===== src/rtl/assert_macros.svh =====
// Assertion macros shared by the RTL of the ID table core.
// Needs nothing else; define ASSERT_OFF to compile the checks away.
`ifndef ASSERT_MACROS_SVH
`define ASSERT_MACROS_SVH

`ifndef ASSERT_OFF

// The condition holds at this edge whenever the trigger does.
`define ASSERT_IMPLY(label, clk, rst, trig, cond) \
   label: assert property (@(posedge clk) disable iff (rst) (trig) |-> (cond)) \
      else $error("assertion failed: same-cycle implication");

// The condition holds at the next edge whenever the trigger does.
`define ASSERT_NEXT(label, clk, rst, trig, cond) \
   label: assert property (@(posedge clk) disable iff (rst) (trig) |=> (cond)) \
      else $error("assertion failed: next-cycle implication");

`else

`define ASSERT_IMPLY(label, clk, rst, trig, cond)
`define ASSERT_NEXT(label, clk, rst, trig, cond)

`endif

`endif


===== src/rtl/itss_pkg.sv =====
// Package of the ID table core: field widths, request and status codes, structs.
// Depends on nothing; the interfaces, the sequencer and the top level import it.
`default_nettype none

package itss_pkg;

   localparam int ITSS_DEPTH = 256;
   localparam int ID_W       = 31;
   localparam int POS_W      = 8;
   localparam int TYPE_W     = 3;
   localparam int STAT_W     = 3;
   localparam int SIZE_W     = 9;

   localparam logic [ID_W-1:0]   EMPTY_ID        = 31'h7FFF_FFFF;
   localparam logic [SIZE_W-1:0] ACTIVE_SIZE_RST = 9'd256;

   localparam logic [TYPE_W-1:0] REQ_APPEND = 3'd0;
   localparam logic [TYPE_W-1:0] REQ_INSERT = 3'd1;
   localparam logic [TYPE_W-1:0] REQ_SORT   = 3'd2;
   localparam logic [TYPE_W-1:0] REQ_LSRCH  = 3'd3;
   localparam logic [TYPE_W-1:0] REQ_BSRCH  = 3'd4;
   localparam logic [TYPE_W-1:0] REQ_READ   = 3'd5;

   localparam logic [STAT_W-1:0] ST_OK        = 3'd0;
   localparam logic [STAT_W-1:0] ST_DUP       = 3'd1;
   localparam logic [STAT_W-1:0] ST_RANGE     = 3'd2;
   localparam logic [STAT_W-1:0] ST_NOT_FOUND = 3'd3;
   localparam logic [STAT_W-1:0] ST_BAD_ID    = 3'd4;

   typedef struct packed {
      logic [STAT_W-1:0] status;
      logic [POS_W-1:0]  found_pos;
      logic [ID_W-1:0]   entry_value;
   } res_type;

   typedef struct packed {
      logic req_ready;
      logic cfg_ready;
      logic done;
   } seq_stat_type;

endpackage

`default_nettype wire


===== src/rtl/itss_seq.sv =====
// Sequencer of the ID table core: walks the table memory for every request.
// Depends on itss_pkg; drives the ports of one itss_ram.
`default_nettype none

module itss_seq import itss_pkg::*; #(
   parameter int DEPTH = ITSS_DEPTH,
   parameter int AW    = $clog2(DEPTH),
   parameter int CW    = $clog2(DEPTH + 1)
) (
   input  wire logic              clock,
   input  wire logic              reset,
   input  wire logic [CW-1:0]     size_n,
   input  wire logic              clr_start,
   input  wire logic [CW-1:0]     clr_from,
   input  wire logic [CW-1:0]     clr_upto,
   input  wire logic              req_valid,
   input  wire logic [TYPE_W-1:0] req_type,
   input  wire logic [ID_W-1:0]   book_id,
   input  wire logic [POS_W-1:0]  slot_pos,
   input  wire logic              descending,
   input  wire logic              out_free,
   output      seq_stat_type      stat,
   output      res_type           result,
   output      logic              mem_we,
   output      logic [AW-1:0]     mem_waddr,
   output      logic [ID_W-1:0]   mem_wdata,
   output      logic [AW-1:0]     mem_raddr,
   input  wire logic [ID_W-1:0]   mem_rdata
);

   localparam int PW = (CW > POS_W) ? CW : POS_W;

   typedef enum logic [3:0] {
      S_CLEAR, S_IDLE, S_SCAN_RD, S_SCAN_CHK, S_INS_MV, S_INS_WR,
      S_BIN_STEP, S_BIN_CHK, S_BIN_LO, S_BIN_HI, S_RD_DATA,
      S_SORT_KEY, S_SORT_KEYD, S_SORT_CMP, S_SORT_PUT, S_DONE
   } state_type;

   state_type         state_ff, state_in;
   logic              boot_ff, boot_in;
   logic [CW-1:0]     idx_ff, idx_in;
   logic [CW-1:0]     end_ff, end_in;
   logic [CW-1:0]     fill_ff, fill_in;
   logic [CW-1:0]     lo_ff, lo_in;
   logic [CW-1:0]     hi_ff, hi_in;
   logic [CW-1:0]     mid_ff, mid_in;
   logic [CW-1:0]     i_ff, i_in;
   logic [CW-1:0]     j_ff, j_in;
   logic [ID_W-1:0]   key_ff, key_in;
   logic [TYPE_W-1:0] op_ff, op_in;
   logic [ID_W-1:0]   id_ff, id_in;
   logic [PW-1:0]     pos_ff, pos_in;
   logic              desc_ff, desc_in;
   res_type           rslt_ff, rslt_in;

   logic [PW-1:0]     pos_wide;
   logic [PW-1:0]     n_wide;
   logic              bad_id;
   logic [CW:0]       mid_sum;
   logic              sort_move;

   function automatic logic [POS_W-1:0] to_pos(input logic [CW-1:0] v);
      logic [PW-1:0] w;
      w = PW'(v);
      return w[POS_W-1:0];
   endfunction

   function automatic res_type mk_res(input logic [STAT_W-1:0] st,
                                      input logic [POS_W-1:0] p,
                                      input logic [ID_W-1:0] v);
      res_type r;
      r.status      = st;
      r.found_pos   = p;
      r.entry_value = v;
      return r;
   endfunction

   assign pos_wide  = PW'(slot_pos);
   assign n_wide    = PW'(size_n);
   assign bad_id    = (book_id == '0) || (book_id == EMPTY_ID);
   assign mid_sum   = {1'b0, lo_ff} + {1'b0, hi_ff};
   assign sort_move = desc_ff ? (mem_rdata < key_ff) : (mem_rdata > key_ff);

   always_comb begin
      state_in  = state_ff;
      boot_in   = boot_ff;
      idx_in    = idx_ff;
      end_in    = end_ff;
      fill_in   = fill_ff;
      lo_in     = lo_ff;
      hi_in     = hi_ff;
      mid_in    = mid_ff;
      i_in      = i_ff;
      j_in      = j_ff;
      key_in    = key_ff;
      op_in     = op_ff;
      id_in     = id_ff;
      pos_in    = pos_ff;
      desc_in   = desc_ff;
      rslt_in   = rslt_ff;
      mem_we    = 1'b0;
      mem_waddr = idx_ff[AW-1:0];
      mem_wdata = EMPTY_ID;
      mem_raddr = idx_ff[AW-1:0];
      stat.req_ready = (state_ff == S_IDLE) && !clr_start;
      stat.cfg_ready = (state_ff == S_IDLE) || boot_ff;
      stat.done      = (state_ff == S_DONE) && out_free;

      case (state_ff)
         S_CLEAR: begin
            mem_we = 1'b1;
            idx_in = idx_ff + 1'b1;
            if (idx_ff + 1'b1 == end_ff) begin
               state_in = S_IDLE;
               boot_in  = 1'b0;
            end
         end
         S_IDLE: begin
            if (clr_start) begin
               idx_in   = clr_from;
               end_in   = clr_upto;
               state_in = S_CLEAR;
            end else if (req_valid) begin
               op_in   = req_type;
               id_in   = book_id;
               pos_in  = pos_wide;
               desc_in = descending;
               idx_in  = '0;
               case (req_type)
                  REQ_APPEND, REQ_INSERT, REQ_LSRCH: begin
                     if (bad_id) begin
                        rslt_in  = mk_res(ST_BAD_ID, '0, '0);
                        state_in = S_DONE;
                     end else begin
                        state_in = S_SCAN_RD;
                     end
                  end
                  REQ_SORT: begin
                     i_in = CW'(1);
                     if (size_n < CW'(2)) begin
                        rslt_in  = mk_res(ST_OK, '0, '0);
                        state_in = S_DONE;
                     end else begin
                        state_in = S_SORT_KEY;
                     end
                  end
                  REQ_BSRCH: begin
                     lo_in = '0;
                     hi_in = size_n - 1'b1;
                     if (bad_id) begin
                        rslt_in  = mk_res(ST_BAD_ID, '0, '0);
                        state_in = S_DONE;
                     end else begin
                        state_in = S_BIN_STEP;
                     end
                  end
                  REQ_READ: begin
                     mem_raddr = pos_wide[AW-1:0];
                     if (pos_wide >= n_wide) begin
                        rslt_in  = mk_res(ST_RANGE, '0, '0);
                        state_in = S_DONE;
                     end else begin
                        state_in = S_RD_DATA;
                     end
                  end
                  default: begin
                     rslt_in  = mk_res(ST_RANGE, '0, '0);
                     state_in = S_DONE;
                  end
               endcase
            end
         end
         S_SCAN_RD: begin
            state_in = S_SCAN_CHK;
         end
         S_SCAN_CHK: begin
            if (mem_rdata == id_ff) begin
               if (op_ff == REQ_LSRCH) begin
                  rslt_in = mk_res(ST_OK, to_pos(idx_ff), id_ff);
               end else begin
                  rslt_in = mk_res(ST_DUP, '0, '0);
               end
               state_in = S_DONE;
            end else if (idx_ff + 1'b1 != size_n) begin
               idx_in   = idx_ff + 1'b1;
               state_in = S_SCAN_RD;
            end else if (op_ff == REQ_LSRCH) begin
               rslt_in  = mk_res(ST_NOT_FOUND, '0, '0);
               state_in = S_DONE;
            end else if (fill_ff >= size_n ||
                         (op_ff == REQ_INSERT && pos_ff >= n_wide)) begin
               rslt_in  = mk_res(ST_RANGE, '0, '0);
               state_in = S_DONE;
            end else if (op_ff == REQ_APPEND) begin
               mem_we    = 1'b1;
               mem_waddr = fill_ff[AW-1:0];
               mem_wdata = id_ff;
               fill_in   = fill_ff + 1'b1;
               rslt_in   = mk_res(ST_OK, to_pos(fill_ff), id_ff);
               state_in  = S_DONE;
            end else begin
               mem_raddr = pos_ff[AW-1:0];
               state_in  = S_INS_MV;
            end
         end
         S_INS_MV: begin
            // The displaced entry moves to the fill point before the new ID lands.
            mem_we    = 1'b1;
            mem_waddr = fill_ff[AW-1:0];
            mem_wdata = mem_rdata;
            state_in  = S_INS_WR;
         end
         S_INS_WR: begin
            mem_we    = 1'b1;
            mem_waddr = pos_ff[AW-1:0];
            mem_wdata = id_ff;
            fill_in   = fill_ff + 1'b1;
            rslt_in   = mk_res(ST_OK, pos_ff[POS_W-1:0], id_ff);
            state_in  = S_DONE;
         end
         S_BIN_STEP: begin
            if (hi_ff > lo_ff && hi_ff - lo_ff > CW'(1)) begin
               mid_in    = mid_sum[CW:1];
               mem_raddr = mid_sum[AW:1];
               state_in  = S_BIN_CHK;
            end else begin
               mem_raddr = lo_ff[AW-1:0];
               state_in  = S_BIN_LO;
            end
         end
         S_BIN_CHK: begin
            if (mem_rdata < id_ff) begin
               lo_in = mid_ff + 1'b1;
            end else begin
               hi_in = mid_ff;
            end
            state_in = S_BIN_STEP;
         end
         S_BIN_LO: begin
            mem_raddr = hi_ff[AW-1:0];
            if (mem_rdata == id_ff) begin
               rslt_in  = mk_res(ST_OK, to_pos(lo_ff), id_ff);
               state_in = S_DONE;
            end else begin
               state_in = S_BIN_HI;
            end
         end
         S_BIN_HI: begin
            if (mem_rdata == id_ff) begin
               rslt_in = mk_res(ST_OK, to_pos(hi_ff), id_ff);
            end else begin
               rslt_in = mk_res(ST_NOT_FOUND, '0, '0);
            end
            state_in = S_DONE;
         end
         S_RD_DATA: begin
            rslt_in  = mk_res(ST_OK, pos_ff[POS_W-1:0], mem_rdata);
            state_in = S_DONE;
         end
         S_SORT_KEY: begin
            mem_raddr = i_ff[AW-1:0];
            state_in  = S_SORT_KEYD;
         end
         S_SORT_KEYD: begin
            key_in    = mem_rdata;
            j_in      = i_ff;
            mem_raddr = AW'(i_ff - 1'b1);
            state_in  = S_SORT_CMP;
         end
         S_SORT_CMP: begin
            mem_we    = 1'b1;
            mem_waddr = j_ff[AW-1:0];
            if (sort_move) begin
               mem_wdata = mem_rdata;
               j_in      = j_ff - 1'b1;
               mem_raddr = AW'(j_ff - CW'(2));
               if (j_ff == CW'(1)) begin
                  state_in = S_SORT_PUT;
               end
            end else begin
               mem_wdata = key_ff;
               i_in      = i_ff + 1'b1;
               if (i_ff + 1'b1 == size_n) begin
                  rslt_in  = mk_res(ST_OK, '0, '0);
                  state_in = S_DONE;
               end else begin
                  state_in = S_SORT_KEY;
               end
            end
         end
         S_SORT_PUT: begin
            mem_we    = 1'b1;
            mem_waddr = j_ff[AW-1:0];
            mem_wdata = key_ff;
            i_in      = i_ff + 1'b1;
            if (i_ff + 1'b1 == size_n) begin
               rslt_in  = mk_res(ST_OK, '0, '0);
               state_in = S_DONE;
            end else begin
               state_in = S_SORT_KEY;
            end
         end
         S_DONE: begin
            if (out_free) begin
               state_in = S_IDLE;
            end
         end
         default: begin
            state_in = S_IDLE;
         end
      endcase
   end

   assign result = rslt_ff;

   always_ff @(posedge clock) begin
      if (reset) begin
         state_ff <= S_CLEAR;
         boot_ff  <= 1'b1;
         idx_ff   <= '0;
         end_ff   <= CW'(DEPTH);
         fill_ff  <= '0;
      end else begin
         state_ff <= state_in;
         boot_ff  <= boot_in;
         idx_ff   <= idx_in;
         end_ff   <= end_in;
         fill_ff  <= fill_in;
      end
      lo_ff   <= lo_in;
      hi_ff   <= hi_in;
      mid_ff  <= mid_in;
      i_ff    <= i_in;
      j_ff    <= j_in;
      key_ff  <= key_in;
      op_ff   <= op_in;
      id_ff   <= id_in;
      pos_ff  <= pos_in;
      desc_ff <= desc_in;
      rslt_ff <= rslt_in;
   end

endmodule

`default_nettype wire


===== config.mk =====
export PLATFORM = sky130hd
export DESIGN_NAME = itss_seq
export DESIGN_NICKNAME = d
export VERILOG_FILES = /design/src/rtl/assert_macros.svh /design/src/rtl/itss_pkg.sv /design/src/rtl/itss_seq.sv
export SDC_FILE = /design/constraint.sdc
export NUM_CORES = 1
export LEC_CHECK = 0
export BUFFER_PORTS_ARGS = -buffer_cell sky130_fd_sc_hd__buf_2
export CORE_MARGIN = 2
export CORE_UTILIZATION = 50
export CTS_CLUSTER_SIZE = 28
export DETAILED_ROUTE_END_ITERATION = 8
export GPL_TIMING_DRIVEN = 0
export PLACE_DENSITY = 0.79
export SETUP_SLACK_MARGIN = 0.5
export SLEW_MARGIN = 20
export SYNTH_ARGS = -nofsm -noshare
export SYNTH_HDL_FRONTEND = slang
export SYNTH_SLANG_ARGS = --single-unit
export TNS_END_PERCENT = 30

===== constraint.sdc =====
create_clock -name clock -period 15.2 [get_ports clock]
set_input_delay 2.28 -clock clock [delete_from_list [all_inputs] [get_ports clock]]
set_output_delay 2.28 -clock clock [all_outputs]
set_load 0.02 [all_outputs]

==> reports/qor.yml <==
status: "complete, no violations"
fill_cells: 2320
final.period_utilization: 0.556
nets: 1893
synth-async-reset-ratio: 0
syn_to_final_growth_pct: 16.1
dpl_worst_slack_ns: 6.92
required_ns: 12.92
dieArea_mm2: 0.0284
placedCellCount: 1992
ctsResizeCount: 0
synth_edf_count: 161
arrival_ns: 6.18
clk_pin_slew_ns: 0.08
clk_latency_ns: 0.45
synth_top_area_share: 0.357
initial_core_util: 0.506
hold_slack_ns: 0.476
ios: 199
skew_ns: 0.0147
finalSetupViolations: 0
drive_gt1_frac: 0.171
synthTopCellsByArea: "edfxtp_1 (36%), ha_1 (11%), nand2_1 (4.7%)"
yosys-top-cells-count: "nand2_1 (171), edfxtp_1 (161), ha_1 (115)"
worstSetupPathType: "input pin to output port"
peakVddDrop_mv: 0.0601
clock_path_buffers: 2
drt_iter0_drc: 1813
grt_util_all_layers: 0.332
design_area_mm2: 0.0157
fmax_mhz: 118
htree_levels: 4
final_cells: 2024
grt_pass1_wl_um: 71400
drt_pass1_iterations: 9
synth_area_mm2: 0.0135
cts_num_sinks: 193
antenna_found_initial: 0
relSlewSlack: 0.237
dp_hpwl_um: 37100
yosys.area.top_type: "edfxtp_1"
wl_per_cell_um: 23.8
drc_errors: 0
tns_ns: 0
rows: 60
die_w_um: 169
synth_seq_cells: 193
syn_area_per_cell_um2: 9.34
maxSlewViolCount: 0
numCtsBuffers: 17
yosysWarningCount: 0
power_density_mw_per_mm2: 75.5
wl_um: 48200
cts_root_buf: "clkbuf_16"
viasPerCell: 6.41
critPathLaunchType: "input pin"
cts_setup_buffers: 0
setup_slack_ns: 6.74
ys.flop_type: "edfxtp_1"
syn_inst: 1448
place_congestion: 1.04
hold_buffers: 0
crit_fanout: 10
hold_path.class: "flop to flop"
rsz0062_at_grt: "false"
maxCapViolations: 0
port_buffers: 193
ant_nets: 0
hold_viol: 0
yosysMostFrequentCell: "nand2_1"
synth_nets: 1671
num_vias: 13000
yosysUniqueCellTypes: 83
yosysSeqAreaShare: 0.405
diodes: 0
grt_pass1_vias: 12200
worst_slew_pin_slew_ns: 1.14
core_mm2: 0.0267
p_leak_nw: 6.48
overflow: 0
dpl-instance-area_mm2: 0.0150
cts_tree: "yes"
die_h_um: 169
grt_start_max_net_pins: 35
cp-end-kind: "output port"
period_needed_ns: 8.46
cell type report:
cell class	instances	area, um2	area share
Buffer	81	368	0.0234
Clock buffer	17	425	0.0271
Clock inverter	15	256	0.0163
Inverter	112	420	0.0268
Multi-Input combinational cell	1062	7300	0.464
Sequential cell	193	5480	0.348
Tap cell	341	427	0.0272
Timing Repair Buffer	203	1040	0.0663
worst paths after layout:
check | startpoint | end | slack [ns] | cells after the start
max | size_n[6] | mem_raddr[0] | 6.74 | 13
min | end_ff[4] | end_ff[4] | 0.48 | 2
max reg2reg | key_ff[2] | result[34] | 10.02 | 16
min reg2reg | end_ff[4] | end_ff[4] | 0.48 | 2
worst max-delay path: stages:
cell and delay [ns]:
clkbuf_1 0.41, inv_1 0.25, ha_1 0.39, a211o_1 0.29, o221ai_1 0.21, a21oi_1 0.07
o31a_1 0.32, nor3_4 0.55, nand3_2 0.18, a211o_1 0.42, or2_1 0.26, a221o_1 0.35
buf_2 0.19
report_power, final:
part | leakage, nW | switching (mW) | internal [mW]
Combinational | 4.41 | 0.0530 | 0.0332
Clock | 0.332 | 0.241 | 0.289
Sequential | 1.74 | 0.000342 | 0.569
registers in the layout (all words and copies together) (netlist names):
signal	count
desc_ff	1
hi_ff	9
end_ff	9
mid_ff	9
id_ff	31
fill_ff	9
lo_ff	9
state_ff	4
op_ff	3
result	42
idx_ff	9
boot_ff	1
j_ff	9
i_ff	9
pos_ff	8
key_ff	31
routing by layer:
metal,part of all wire,GRT usage,up-vias
met4,0.054,0.170,0
met2,0.45,0.535,952
met3,0.10,0.0683,154
met1,0.39,0.426,6062
met5,0,0,-
li1,-,-,5811
kinds of logic (layout without fill, tap and decap cells):
family,Yosys count,count (layout),synth area share
and+or+nand+nor,469,469,0.169
muxes,3,3,0.00222
AOI/OAI and AO/OA,385,385,0.198
xor gates and xnor gates,88,88,0.0585
adders and majority gates,117,117,0.109
DFF,193,193,0.405
buffers and inverters,193,428,0.0583
cell usage in the layout (no fill, tap or decap), types with 25 or more instances in the layout:
cell / Yosys / routed
inv_1: 111 / 110
edfxtp_1: 161 / 161
dfxtp_1: 32 / 32
o21ai_0: 68 / 68
buf_2: 12 / 211
nor2_1: 100 / 100
xor2_1: 25 / 25
xnor2_1: 61 / 61
a221oi_1: 46 / 46
nand4_1: 28 / 28
clkbuf_1: 54 / 54
nand2_1: 171 / 171
ha_1: 115 / 115
nand3_1: 34 / 34
a22o_1: 39 / 39
a21oi_1: 93 / 93
per-stage QoR:
stage	power (mW)	util
after floorplan	0.623	-
after global placement	0.662	0.558
after detailed placement	0.664	0.562
after CTS	1.18	0.588
after global routing	1.21	0.588
final	1.19	0.588
Note: power is estimated with default switching activity, not from simulation.
